## config.mk

```make
export PLATFORM = sky130hd
export DESIGN_NAME = gmuf_ctrl
export DESIGN_NICKNAME = d
export VERILOG_FILES = /design/src/rtl/gmuf_pkg.sv /design/src/rtl/gmuf_ctrl.sv
export SDC_FILE = /design/constraint.sdc
export NUM_CORES = 1
export LEC_CHECK = 0
export BUFFER_PORTS_ARGS = -buffer_cell sky130_fd_sc_hd__buf_4
export CAP_MARGIN = 10
export CORE_AREA = 2 2 53 55
export CTS_CLUSTER_DIAMETER = 80
export DETAILED_ROUTE_END_ITERATION = 16
export DIE_AREA = 0 0 55 57
export SYNTH_ARGS = -nofsm -noshare
export SYNTH_HDL_FRONTEND = slang
export SYNTH_SLANG_ARGS = --single-unit
```

## constraint.sdc

```tcl
create_clock -name i_clk -period 5 [get_ports i_clk]
set_clock_uncertainty 0.2 [all_clocks]
set_input_delay 0.5 -clock i_clk [delete_from_list [all_inputs] [get_ports i_clk]]
set_output_delay 0.5 -clock i_clk [all_outputs]
set_load 0.02 [all_outputs]
```

## src/rtl/gmuf_pkg.sv

```systemverilog
// Shared constants, codes and types of the grid maze union-find carver.
// Used by the interfaces, the controller, the datapath and the top level.
package gmuf_pkg;

    localparam int MAX_ROWS = 16;
    localparam int MAX_COLS = 16;
    localparam int CELLS    = MAX_ROWS * MAX_COLS;
    localparam int CELL_W   = (CELLS > 1) ? $clog2(CELLS) : 1;
    localparam int ROWS_W   = $clog2(MAX_ROWS + 1);
    localparam int COLS_W   = $clog2(MAX_COLS + 1);

    // Fixed field widths of the ports.
    localparam int ROW_W     = 4;
    localparam int COL_W     = 4;
    localparam int DIR_W     = 2;
    localparam int CNT_W     = 8;
    localparam int CFG_W     = 5;
    localparam int CFG_IDX_W = 1;
    localparam int RANK_W    = 4;
    localparam int WALL_W    = 4;
    localparam int WORD_W    = WALL_W + RANK_W + CELL_W;

    localparam logic [RANK_W-1:0] RANK_MAX = '1;
    localparam logic [CNT_W-1:0]  CNT_MAX  = '1;

    localparam logic [CFG_W-1:0] ROWS_RESET = 5'd3;
    localparam logic [CFG_W-1:0] COLS_RESET = 5'd2;

    localparam logic CMD_TRY     = 1'b0;
    localparam logic CMD_RESTART = 1'b1;

    localparam logic [DIR_W-1:0] DIR_N = 2'd0;
    localparam logic [DIR_W-1:0] DIR_E = 2'd1;
    localparam logic [DIR_W-1:0] DIR_S = 2'd2;
    localparam logic [DIR_W-1:0] DIR_W_ = 2'd3;

    localparam logic [CFG_IDX_W-1:0] CFG_ROWS = 1'b0;
    localparam logic [CFG_IDX_W-1:0] CFG_COLS = 1'b1;

    // One memory word per cell.
    typedef struct packed {
        logic [WALL_W-1:0] walls;
        logic [RANK_W-1:0] rank;
        logic [CELL_W-1:0] parent;
    } t_word;

    // Which find is running: the two wall cells, then the two end cells.
    typedef enum logic [1:0] {
        PH_A  = 2'd0,
        PH_B  = 2'd1,
        PH_E0 = 2'd2,
        PH_EL = 2'd3
    } t_phase;

    // Read-modify-write targets of a removal.
    typedef enum logic [1:0] {
        TG_HERE  = 2'd0,
        TG_THERE = 2'd1,
        TG_CHILD = 2'd2,
        TG_PROOT = 2'd3
    } t_tgt;

    typedef struct packed {
        logic   accept;
        logic   find_start;
        logic   walk;
        logic   compress;
        logic   save;
        logic   rmw_rd;
        logic   rmw_wr;
        t_phase phase;
        t_tgt   tgt;
    } t_cmd;

    typedef struct packed {
        logic go;
        logic wall_up;
        logic is_root;
        logic start_is_root;
        logic next_is_root;
        logic roots_differ;
        logic out_free;
    } t_status;

endpackage

```

## src/rtl/gmuf_ctrl.sv

```systemverilog
// Controller of the carver: sequences the two wall finds, the merge writes
// and the two end-cell finds of each command. Depends on gmuf_pkg.
module gmuf_ctrl (
    input  logic                i_clk,
    input  logic                i_rst_n,
    input  logic                i_in_valid,
    output logic                o_in_ready,
    input  gmuf_pkg::t_status   i_status,
    output gmuf_pkg::t_cmd      o_cmd
);
    typedef enum logic [8:0] {
        S_IDLE   = 9'b000000001,
        S_CHECK  = 9'b000000010,
        S_WALL   = 9'b000000100,
        S_FSTART = 9'b000001000,
        S_FWALK  = 9'b000010000,
        S_FCOMP  = 9'b000100000,
        S_FDONE  = 9'b001000000,
        S_RMW_RD = 9'b010000000,
        S_RMW_WR = 9'b100000000
    } t_state;

    t_state           r_state, n_state;
    gmuf_pkg::t_phase r_phase, n_phase;
    gmuf_pkg::t_tgt   r_tgt, n_tgt;

    always_ff @(posedge i_clk) begin
        if (!i_rst_n) begin
            r_state <= S_IDLE;
            r_phase <= gmuf_pkg::PH_A;
            r_tgt   <= gmuf_pkg::TG_HERE;
        end else begin
            r_state <= n_state;
            r_phase <= n_phase;
            r_tgt   <= n_tgt;
        end
    end

    assign o_in_ready = (r_state == S_IDLE);

    always_comb begin
        n_state = r_state;
        n_phase = r_phase;
        n_tgt   = r_tgt;
        o_cmd   = '0;
        o_cmd.phase = r_phase;
        o_cmd.tgt   = r_tgt;
        case (r_state)
            S_IDLE: begin
                if (i_in_valid) begin
                    o_cmd.accept = 1'b1;
                    n_state = S_CHECK;
                end
            end
            S_CHECK: begin
                if (i_status.go) begin
                    // Fetch the chosen cell to see whether its wall is still up.
                    o_cmd.rmw_rd = 1'b1;
                    o_cmd.tgt    = gmuf_pkg::TG_HERE;
                    n_state = S_WALL;
                end else begin
                    n_phase = gmuf_pkg::PH_E0;
                    n_state = S_FSTART;
                end
            end
            S_WALL: begin
                n_phase = i_status.wall_up ? gmuf_pkg::PH_A : gmuf_pkg::PH_E0;
                n_state = S_FSTART;
            end
            S_FSTART: begin
                o_cmd.find_start = 1'b1;
                n_state = S_FWALK;
            end
            S_FWALK: begin
                o_cmd.walk = 1'b1;
                if (i_status.is_root) begin
                    n_state = i_status.start_is_root ? S_FDONE : S_FCOMP;
                end
            end
            S_FCOMP: begin
                o_cmd.compress = 1'b1;
                if (i_status.next_is_root) begin
                    n_state = S_FDONE;
                end
            end
            S_FDONE: begin
                case (r_phase)
                    gmuf_pkg::PH_A: begin
                        o_cmd.save = 1'b1;
                        n_phase = gmuf_pkg::PH_B;
                        n_state = S_FSTART;
                    end
                    gmuf_pkg::PH_B: begin
                        o_cmd.save = 1'b1;
                        if (i_status.roots_differ) begin
                            n_tgt   = gmuf_pkg::TG_HERE;
                            n_state = S_RMW_RD;
                        end else begin
                            n_phase = gmuf_pkg::PH_E0;
                            n_state = S_FSTART;
                        end
                    end
                    gmuf_pkg::PH_E0: begin
                        o_cmd.save = 1'b1;
                        n_phase = gmuf_pkg::PH_EL;
                        n_state = S_FSTART;
                    end
                    gmuf_pkg::PH_EL: begin
                        // The result goes out only once the output register is free.
                        if (i_status.out_free) begin
                            o_cmd.save = 1'b1;
                            n_state = S_IDLE;
                        end
                    end
                    default: begin
                        n_state = S_IDLE;
                    end
                endcase
            end
            S_RMW_RD: begin
                o_cmd.rmw_rd = 1'b1;
                n_state = S_RMW_WR;
            end
            S_RMW_WR: begin
                o_cmd.rmw_wr = 1'b1;
                case (r_tgt)
                    gmuf_pkg::TG_HERE: begin
                        n_tgt   = gmuf_pkg::TG_THERE;
                        n_state = S_RMW_RD;
                    end
                    gmuf_pkg::TG_THERE: begin
                        n_tgt   = gmuf_pkg::TG_CHILD;
                        n_state = S_RMW_RD;
                    end
                    gmuf_pkg::TG_CHILD: begin
                        n_tgt   = gmuf_pkg::TG_PROOT;
                        n_state = S_RMW_RD;
                    end
                    gmuf_pkg::TG_PROOT: begin
                        n_phase = gmuf_pkg::PH_E0;
                        n_state = S_FSTART;
                    end
                    default: begin
                        n_state = S_IDLE;
                    end
                endcase
            end
            default: begin
                n_state = S_IDLE;
            end
        endcase
    end
endmodule

```

# == Yosys cells after proc, flatten, opt, wreduce, memory -nomap -nowiden ==
# Index checks and enable logic that the tools add are counted.
# totals
regBits,13
latch_bits,0
ram_bits,0
romBits,0
input_bits,10
output_inout_bits,12
word_cells,72
n_memories,0
# classes
n_addsub,0
n_mul,0
div_mod_pow,0
n_lt_le_gt_ge,0
eq_ne,26
n_shift,0
muxes,33
bitwise,0
reduce_logical,10
# ops
operator,count
$pmux 9 s9,1
$mux 9,4
$pmux 9 s3,1
$pmux 9 s2,1
$mux 2,8
$ne 2x2->1 const B,6
$pmux 2 s3,2
$eq 9x1->1 const B,1
$eq 9x2->1 const B,1
$eq 9x3->1 const B,1
$eq 9x4->1 const B,1
$eq 9x5->1 const B,1
$eq 9x6->1 const B,1
$eq 9x7->1 const B,1
$eq 9x8->1 const B,1
$eq 9x9->1 const B,1
$mux 1,9
$eq 2x2->1 const B,4
$mux 8,1
$pmux 2 s4,1
$reduce_and 4->1,2
$mux 7,1
$ne 3x3->1 const B,2
$reduce_or 3->1,2
12 further kinds,15

# == Longest topological paths before layout ==
# Gate-level depths: netlist of the first run.
# depth
word_depth,4
ltp_mapped,7
mapped_depth_nobuf,7

# == Least setup slack after synthesis of the first run ==
# OpenSTA, ideal clock, no wires.
# synth_path
kind,flip-flop to output port
startpoint,register r_state[6]
endpoint,output o_cmd[10] in the netlist's numbering
arrival_time_ns,1.803
required_ns,4.300
setup_slack_ns,2.497
path_stages_with_launch,5
n_path_buf,0
path_cell_list,dfxtp_1 > or4_4 > or4_1 > inv_1 > and2_1
# synth_rtl
element,line_no,source
"start, declared",gmuf_ctrl.sv:23,"t_state r_state, n_state;"
"start signal, assigned",gmuf_ctrl.sv:33,r_state <= n_state;
"end, declared",gmuf_ctrl.sv:9,output gmuf_pkg::t_cmd o_cmd

==> results.py, run 1 <==
metrics = {
    "global_routing": {
        "track_usage": 0.167,
        "antenna_found_initial": 0,
        "grt_pass1_vias": 884,
        "gr-total-overflow": 0,
        "grt_max_degree": 13,
        "grt_pass1_wl_um": 3970,
    },
    "finish": {
        "final_nets": 159,
        "antenna_cells": 0,
        "area_growth_pct": 18.5,
        "drive_gt1_frac": 0.229,
    },
    "sta": {
        "fin_crit_sh": 0.581,
        "finalSetupViolCount": 0,
        "fin_ws_ns": 2.09,
        "hold_viol": 0,
        "setup_tns_ns": 0,
        "rsz0062_at_grt": "no",
        "fin_hold_ws_ns": 0.322,
        "final-max-slew-violation-count": 0,
        "max_clock_freq_mhz": 344,
        "maxSlewHeadroom": 0.586,
        "min_period_ns": 2.91,
        "worst_slew_pin_slew_ns": 0.616,
    },
    "pwr": {
        "leakagePower_nw": 0.492,
        "power_w": 0.000259,
        "vdd_drop_max_v": 0.000106,
        "power_density_nw_per_um2": 214,
    },
    "floorplan": {
        "fp-row-count": 19,
        "ios": 22,
        "die_y_um": 57,
        "coreArea_um2": 2620,
        "die_w_um": 55,
        "dieArea_um2": 3140,
        "start_util": 0.390,
    },
    "worst_setup_path": {
        "cp_top_family": "simple AND/OR/NAND/NOR gates",
        "cp.arrival_ns": 2.21,
        "cp_max_fo": 11,
        "r2r_end": "r_phase[1]$_SDFFE_PN0P_",
        "rr_worst_depth": 5,
        "crit_slowest_cell": "or4_4",
        "path_cells": "or4_4 -> or4_1 -> inv_1 -> and2_1 -> buf_4",
        "worst_setup_path_start_kind": "flip-flop",
        "end_kind": "output pin",
        "worstReg2RegStart": "r_state[1]$_SDFFE_PN0P_",
        "r2r_slack_ns": 2.59,
        "slowest_delay_ns": 0.58,
        "criticalPathCategory": "flip-flop to output pin",
        "cp_data_required_time_ns": 4.30,
        "crit_buf_inv": 2,
    },
    "min_path": {
        "hold_path_class": "input port to flip-flop",
        "hold_depth": 4,
        "hold_end": "r_state[6]$_SDFFE_PN0P_",
        "min-delay-start": "i_status[0]",
    },
    "synthesis": {
        "synth-seq-cells": 13,
        "syn_inst": 120,
        "synth_commonest_cells": "nor2_1 (15), dfxtp_1 (13), ha_1 (8)",
        "synthesis.nets": 138,
        "synth_area_leaders": "dfxtp_1 (25%), ha_1 (9.8%), nor2_1 (5.5%)",
        "yosysSeqAreaShare": 0.255,
        "yosysTopAreaCell": "dfxtp_1",
        "ys.flop_type": "dfxtp_1",
        "yosysUniqueCellTypes": 47,
        "synth.most_common_cell": "nor2_1",
        "syn_area_um2": 1020,
        "yosysWarningCount": 0,
        "syn-mean-instance-area_um2": 8.51,
        "synth-edff-count": 0,
        "synth_top_area_frac": 0.255,
        "ys_async_sr_fraction": 0,
    },
    "placed_design": {
        "finalWeightedCongestion": 0.811,
        "io_buffers": 21,
        "place_ws_ns": 2.46,
        "place_hpwl_um": 1900,
    },
    "clock_tree": {
        "holdBufCountCts": 0,
        "clk_transition_reported_paths_ns": 0.09,
        "cts_sinks": 13,
        "cts_tree": "done",
        "cts_made_buffers": 3,
        "clkLatencyLatePin_ns": 0.27,
        "cts_resized": 0,
        "cts_max_level": 1,
        "max-clock-path-buffers": 2,
        "postCtsSetupRepairBufs": 0,
        "cts-root-buf": "clkbuf_4",
    },
    "route": {
        "wl_um": 2480,
        "vias_per_cell": 5.74,
        "drt.antenna.violating_nets": 0,
        "drtIter0Drc": 35,
        "vias": 981,
        "wl_per_cell_um": 14.5,
        "drcViolationCount": 0,
        "first_pass_iters": 4,
    },
    "outcome": {
        "status": "complete, no violations",
    },
    "run": {
        "maxCapViolations": 0,
    },
}
[worst max-delay path by stage]
stage                            startpoint         to  depth (start not counted)
finish              r_state[5]$_SDFFE_PN0P_  o_cmd[10]                          5
floorplan           r_state[6]$_SDFFE_PN0P_  o_cmd[10]                          4
global placement    r_state[5]$_SDFFE_PN0P_  o_cmd[10]                          5
CTS                 r_state[5]$_SDFFE_PN0P_  o_cmd[10]                          5
detailed placement  r_state[5]$_SDFFE_PN0P_  o_cmd[10]                          5
global route        r_state[5]$_SDFFE_PN0P_  o_cmd[10]                          5
[layout make-up]
cell class / count / area, um2
sequential: 13 / 260
clock buffer: 3 / 22.5
timing repair buffer: 21 / 158
multi-input combinational: 95 / 699
tap: 31 / 38.8
fill: 282 / 1410
inverter: 7 / 26.3
clock inverter: 1 / 5.00
[cells by family (layout without fill, tap and decap cells)]
kind of cell,after synthesis,after routing,synth area share
buffers and inverters,12,32,0.0601
AND/OR/NAND/NOR,56,56,0.327
multiplexers,2,2,0.0196
AO/OA/AOI/OAI,26,26,0.214
XOR/XNOR,3,3,0.0257
flip-flops,13,13,0.255
adder cells (fa/ha/maj),8,8,0.0980
[state kept, by name, summed over array words and instances, names as in the netlist]
name	flops
r_state	9
r_phase	2
r_tgt	2
[power breakdown]
part	internal (W)	total, W	switching, W
Sequential	0.000108	0.000118	0.00000961
Clock	0.0000296	0.0000673	0.0000377
Combinational	0.0000342	0.0000737	0.0000395
[per-stage QoR]
stage / cells / cell area, um2 / utilization
floorplan: 120 / 1020 / -
global placement: 167 / 1180 / 0.452
detailed placement: 167 / 1180 / 0.452
CTS: 171 / 1210 / 0.463
global route: 171 / 1210 / 0.463
finish: 171 / 1210 / 0.463
[worst min-delay path, delay by kind of cell]
family	cells	cell delay (ns)
buffers and inverters	1	0.08
AO/OA/AOI/OAI	1	0.06
AND/OR/NAND/NOR	2	0.11
[per-layer routing]
layer / wire (um) / track usage / share of wire
met5: 0 / 0 / 0
met4: 13 / 0.0383 / 0.0053
met1: 1250 / 0.254 / 0.50
met3: 108 / 0.0366 / 0.044
met2: 1100 / 0.240 / 0.45
[cell usage in the layout (no fill, tap or decap), types with 3 or more instances in the layout]
master / n
a21oi_1: 5
buf_4: 21
clkbuf_4: 3
dfxtp_1: 13
ha_1: 8
inv_1: 7
nand2_1: 6
nand3_1: 5
nor2_1: 15
nor2b_1: 3
nor3_1: 4
nor3b_1: 3
o21ai_0: 3
Note: power is estimated with default switching activity, not from simulation.
==> inputs of run 2 (changes only) <==
--- a/config.mk
+++ b/config.mk
@@ -5,12 +5,13 @@
 export SDC_FILE = /design/constraint.sdc
 export NUM_CORES = 1
 export LEC_CHECK = 0
+export ABC_AREA = 1
 export BUFFER_PORTS_ARGS = -buffer_cell sky130_fd_sc_hd__buf_4
 export CAP_MARGIN = 10
-export CORE_AREA = 2 2 53 55
+export CORE_AREA = 2 2 54 56
 export CTS_CLUSTER_DIAMETER = 80
 export DETAILED_ROUTE_END_ITERATION = 16
-export DIE_AREA = 0 0 55 57
+export DIE_AREA = 0 0 56 58
 export SYNTH_ARGS = -nofsm -noshare
 export SYNTH_HDL_FRONTEND = slang
 export SYNTH_SLANG_ARGS = --single-unit
==> constraint.sdc (replaced) <==
create_clock -name i_clk -period 2.72 [get_ports i_clk]
set_clock_uncertainty 0.2 [all_clocks]
set_input_delay 0.272 -clock i_clk [delete_from_list [all_inputs] [get_ports i_clk]]
set_output_delay 0.272 -clock i_clk [all_outputs]
set_load 0.02 [all_outputs]
==> results.py, run 2 <==
metrics = {
    "floorplan": {
        "dieArea_um2": 3250,
        "start_util": 0.398,
        "die_y_um": 58,
        "ios": 22,
        "die_w_um": 56,
        "coreArea_um2": 2660,
        "fp-row-count": 19,
    },
    "clock_tree": {
        "cts_made_buffers": 3,
        "cts-root-buf": "clkbuf_4",
        "cts_resized": 0,
        "postCtsSetupRepairBufs": 0,
        "cts_sinks": 13,
        "holdBufCountCts": 0,
        "clk_transition_reported_paths_ns": 0.09,
        "clkLatencyLatePin_ns": 0.28,
        "cts_tree": "done",
        "cts_max_level": 1,
        "max-clock-path-buffers": 2,
    },
    "synthesis": {
        "yosysUniqueCellTypes": 24,
        "synth_area_leaders": "dfxtp_1 (25%), nand2_1 (9.9%), ha_1 (9.5%)",
        "synth-seq-cells": 13,
        "synth_commonest_cells": "nand2_1 (28), inv_1 (24), nor2_1 (24)",
        "synth_top_area_frac": 0.246,
        "syn-mean-instance-area_um2": 6.70,
        "yosysWarningCount": 0,
        "synthesis.nets": 176,
        "synth-edff-count": 0,
        "yosysTopAreaCell": "dfxtp_1",
        "syn_area_um2": 1060,
        "synth.most_common_cell": "nand2_1",
        "syn_inst": 158,
        "yosysSeqAreaShare": 0.246,
        "ys.flop_type": "dfxtp_1",
        "ys_async_sr_fraction": 0,
    },
    "worst_setup_path": {
        "cp_max_fo": 5,
        "slowest_delay_ns": 0.35,
        "end_kind": "output pin",
        "worst_setup_path_start_kind": "flip-flop",
        "cp.arrival_ns": 1.55,
        "r2r_slack_ns": 0.90,
        "crit_slowest_cell": "dfxtp_1",
        "criticalPathCategory": "flip-flop to output pin",
        "cp_data_required_time_ns": 2.25,
        "path_cells": "nor2_4 -> nand2_4 -> nor2_2 -> nand3_2 -> o21ai_0 -> buf_4",
    },
    "sta": {
        "hold_viol": 0,
        "final-max-slew-violation-count": 0,
        "max_clock_freq_mhz": 495,
        "maxSlewHeadroom": 0.801,
        "rsz0062_at_grt": "no",
        "min_period_ns": 2.02,
        "fin_ws_ns": 0.699,
        "worst_slew_pin_slew_ns": 0.297,
        "fin_hold_ws_ns": 0.0534,
        "fin_crit_sh": 0.743,
        "setup_tns_ns": 0,
        "finalSetupViolCount": 0,
    },
    "pwr": {
        "netSwitchingFraction": 0.446,
        "p_int_w": 0.000410,
        "leakagePower_nw": 0.631,
        "vdd_drop_max_v": 0.000426,
        "combPwrFrac": 0.502,
        "p_sw_w": 0.000330,
        "seq_power_share": 0.328,
        "pwr-share-clk": 0.170,
        "power_density_nw_per_um2": 578,
    },
    "finish": {
        "layout_common_cells": "nand2_1 (28), inv_1 (24), nor2_1 (24)",
        "antenna_cells": 0,
        "area_growth_pct": 21.0,
        "post-route-util": 0.481,
        "layout_commonest_cell": "nand2_1",
        "drive_gt1_frac": 0.279,
        "top_register": "r_state",
        "top_regs": "r_state x9, r_phase x2, r_tgt x2",
        "fillCellCount": 285,
        "largest_reg_flops": 9,
        "final_nets": 202,
    },
    "route": {
        "wl_per_cell_um": 11.4,
        "wl_um": 2440,
        "vias": 1021,
        "drt.antenna.violating_nets": 0,
        "drcViolationCount": 0,
        "drtIter0Drc": 25,
        "vias_per_cell": 4.77,
        "first_pass_iters": 4,
    },
    "global_routing": {
        "grt_max_degree": 10,
        "gr-total-overflow": 0,
        "track_usage": 0.170,
        "grt_pass1_wl_um": 4310,
        "grt_pass1_vias": 1000,
        "antenna_found_initial": 0,
    },
    "placed_design": {
        "place_ws_ns": 0.885,
        "place_hpwl_um": 2040,
        "finalWeightedCongestion": 0.855,
        "io_buffers": 21,
    },
    "run": {
        "maxCapViolations": 0,
    },
    "outcome": {
        "status": "complete, no violations",
    },
    "min_path": {
        "hold_path_class": "input port to flip-flop",
    },
}
[run 2: path summary, 6_finish.rpt]
check / start / to / cells past startpoint
max: r_state[5]$_SDFFE_PN0P_ / o_cmd[5] / 6
min: i_rst_n / r_state[1]$_SDFFE_PN0P_ / 3
max reg2reg: r_phase[0]$_SDFFE_PN0P_ / r_state[3]$_SDFFE_PN0P_ / 7
min reg2reg: r_tgt[1]$_SDFFE_PN0P_ / r_tgt[1]$_SDFFE_PN0P_ / 2
[run 2: layout make-up]
class                           count  area [um2]  area share
Clock buffer                        4        26.3      0.0205
Inverter                           28         105      0.0820
Multi-Input combinational cell    117         693       0.541
Sequential cell                    13         260       0.203
Tap cell                           31        38.8      0.0303
Timing Repair Buffer               21         158       0.123
[run 2: critical path, delay by kind of cell, from the launching register on]
kind,cells,cell delay [ns]
DFF,1,0.35
buffers and inverters,1,0.20
and+or+nand+nor,4,0.56
AOI/OAI and AO/OA,1,0.15
[run 2: stage by stage]
step / instances / power [W] / instance area, um2
5_1_grt: 214 / 0.000801 / 1280
3_5_place_dp: 210 / 0.000622 / 1250
2_1_floorplan: 158 / 0.000514 / 1060
4_1_cts: 214 / 0.000747 / 1280
6_report: 214 / 0.000741 / 1280
3_3_place_gp: 210 / 0.000618 / 1250
[run 2: per-layer routing]
layer / global-route usage / vias to the layer above / wire length, um
met2: 0.287 / 22 / 1120
met4: 0.0612 / 0 / 38
li1: - / 544 / -
met5: 0 / - / 0
met3: 0.0268 / 5 / 85
met1: 0.220 / 450 / 1200
[run 2: power by group through the flow]
stage | combinational [W] | sequential [W] | clock, W
after floorplan | 0.000265 | 0.000250 | 0
after global placement | 0.000371 | 0.000247 | 0
after detailed placement | 0.000374 | 0.000248 | 0
after CTS | 0.000374 | 0.000244 | 0.000129
after global routing | 0.000417 | 0.000247 | 0.000137
final | 0.000372 | 0.000243 | 0.000126
[run 2: logic make-up after synthesis]
family | after synthesis | synth area share
adder cells (fa/ha/maj) | 8 | 0.0946
flip-flops | 13 | 0.246
AO/OA/AOI/OAI | 20 | 0.103
buffers and inverters | 28 | 0.0993
AND/OR/NAND/NOR | 89 | 0.457
==> inputs of run 3 (changes only) <==
==> constraint.sdc (replaced) <==
create_clock -name i_clk -period 1.7 [get_ports i_clk]
set_clock_uncertainty 0.2 [all_clocks]
set_input_delay 0.17 -clock i_clk [delete_from_list [all_inputs] [get_ports i_clk]]
set_output_delay 0.17 -clock i_clk [all_outputs]
set_load 0.02 [all_outputs]
==> results.py, run 3 (synthesized netlist as in run 2, its figures left out) <==
metrics = {
    "sta": {
        "maxSlewHeadroom": 0.791,
        "hold_viol": 0,
        "fin_crit_sh": 1.04,
        "setup_tns_ns": -0.415,
        "worst_slew_pin_slew_ns": 0.312,
        "max_clock_freq_mhz": 568,
        "final-max-slew-violation-count": 0,
        "finalSetupViolCount": 9,
        "rsz0062_at_grt": "yes",
        "min_period_ns": 1.76,
        "fin_ws_ns": -0.0603,
    },
    "finish": {
        "seq_area_um2": 280,
        "fillCellCount": 235,
        "layout_common_cells": "buf_4 (29), nand2_1 (26), inv_1 (23)",
        "layout_commonest_cell": "buf_4",
        "antenna_cells": 0,
        "post-route-util": 0.582,
        "multi_input_area_um2": 746,
        "final_nets": 222,
        "top_register": "r_state",
        "drive_gt1_frac": 0.404,
        "top_regs": "r_state x9, r_phase x2, r_tgt x2",
        "area_growth_pct": 46.5,
        "instances_no_fill": 234,
        "largest_reg_flops": 9,
    },
    "route": {
        "drcViolationCount": 0,
        "vias_per_cell": 4.88,
        "drtIter0Drc": 30,
        "vias": 1141,
        "wl_um": 2810,
        "first_pass_iters": 4,
        "wl_per_cell_um": 12.0,
        "drt.antenna.violating_nets": 0,
    },
    "floorplan": {
        "dieArea_um2": 3250,
        "die_y_um": 58,
        "start_util": 0.398,
        "ios": 22,
        "fp-row-count": 19,
        "die_w_um": 56,
        "coreArea_um2": 2660,
    },
    "clock_tree": {
        "cts_made_buffers": 3,
        "clkLatencyLatePin_ns": 0.29,
        "clk_transition_reported_paths_ns": 0.09,
        "cts_max_level": 1,
        "max-clock-path-buffers": 2,
        "cts_sinks": 13,
        "cts_tree": "done",
        "cts-root-buf": "clkbuf_4",
    },
    "global_routing": {
        "grt_pass1_vias": 1073,
        "antenna_found_initial": 0,
        "gr-total-overflow": 0,
        "grt_max_degree": 10,
        "track_usage": 0.180,
        "grt_pass1_wl_um": 4560,
    },
    "worst_setup_path": {
        "crit_slowest_cell": "dfxtp_2",
        "cp.arrival_ns": 1.39,
        "criticalPathCategory": "flip-flop to output pin",
        "path_common_cell": "nor2_4",
        "end_kind": "output pin",
        "slowest_delay_ns": 0.35,
        "path_cells": "nor2_4 -> buf_6 -> nand3_2 -> nor2_4 -> inv_2 -> a21oi_2 -> buf_4",
        "crit_buf_inv": 3,
        "cp_top_family": "flip-flops",
        "cp_data_required_time_ns": 1.33,
        "worst_setup_path_start_kind": "flip-flop",
        "cp_max_fo": 4,
    },
    "placed_design": {
        "finalWeightedCongestion": 0.832,
        "dpl.cell_count": 211,
        "place_hpwl_um": 2010,
        "io_buffers": 21,
    },
    "pwr": {
        "vdd_drop_max_v": 0.000800,
        "power_w": 0.00142,
        "power_density_nw_per_um2": 917,
        "leakagePower_nw": 0.741,
    },
    "min_path": {
        "hold_path_class": "input port to flip-flop",
    },
    "outcome": {
        "violations": "negative setup slack",
        "status": "complete, but fails checks",
    },
    "run": {
        "maxCapViolations": 0,
    },
}
run 3: final cells by class:
cell class	instances	area share
Multi-Input combinational cell	117	0.481
Timing Repair Buffer	41	0.228
Sequential cell	13	0.181
Inverter	28	0.0678
Tap cell	31	0.0250
Clock buffer	4	0.0169
run 3: metal layers:
metal | up-vias | GRT usage | share of wire
met5 | - | 0 | 0
met4 | 0 | 0.0680 | 0.015
met3 | 6 | 0.0491 | 0.048
met2 | 30 | 0.314 | 0.48
met1 | 513 | 0.213 | 0.45
li1 | 592 | - | -
run 3: through the flow:
step	cell area [um2]	worst slack (ns)	hold WS (ns)
finish	1550	-0.0603	0.0214
detailed placement	1260	-0.0286	0.251
CTS	1450	-0.0761	0.00642
floorplan	1060	0.0524	0.0830
global placement	1260	0.0101	0.244
global route	1550	-0.165	0.0540
run 3: report_power, final:
part | internal, W | switching, W | total, W
registers | 0.000350 | 0.0000464 | 0.000397
logic | 0.000363 | 0.000451 | 0.000814
clock network | 0.0000915 | 0.000119 | 0.000210
run 3: worst register-to-register path, cell delays in order, from the launching register on:
cell and delay [ns]:
dfxtp_2 0.35, nor2_4 0.17, buf_6 0.12, nand3_2 0.07
nor2_4 0.10, buf_4 0.15, a21oi_2 0.07, nor2_2 0.15
o21ai_2 0.07, o21ai_1 0.07, nor2_1 0.05
run 3: what timing repair did:
item                       CTS  global route
hold endpoints to repair     7             1
gates resized for setup     13            19
setup buffers                9             4
pin swaps                    9             3
setup endpoints to repair    9            21
hold buffers                 5             1
run 3: path summary, 6_finish.rpt:
path,from,cells past startpoint,slack [ns],endpoint
worst max register to register,r_state[5]$_SDFFE_PN0P_,10,0.02,r_tgt[0]$_SDFFE_PN0P_
worst min register to register,r_tgt[1]$_SDFFE_PN0P_,2,0.31,r_tgt[1]$_SDFFE_PN0P_
worst min-delay path,i_in_valid,4,0.02,r_state[0]$_SDFFE_PN1P_
worst max-delay path,r_state[5]$_SDFFE_PN0P_,7,-0.06,o_cmd[6]
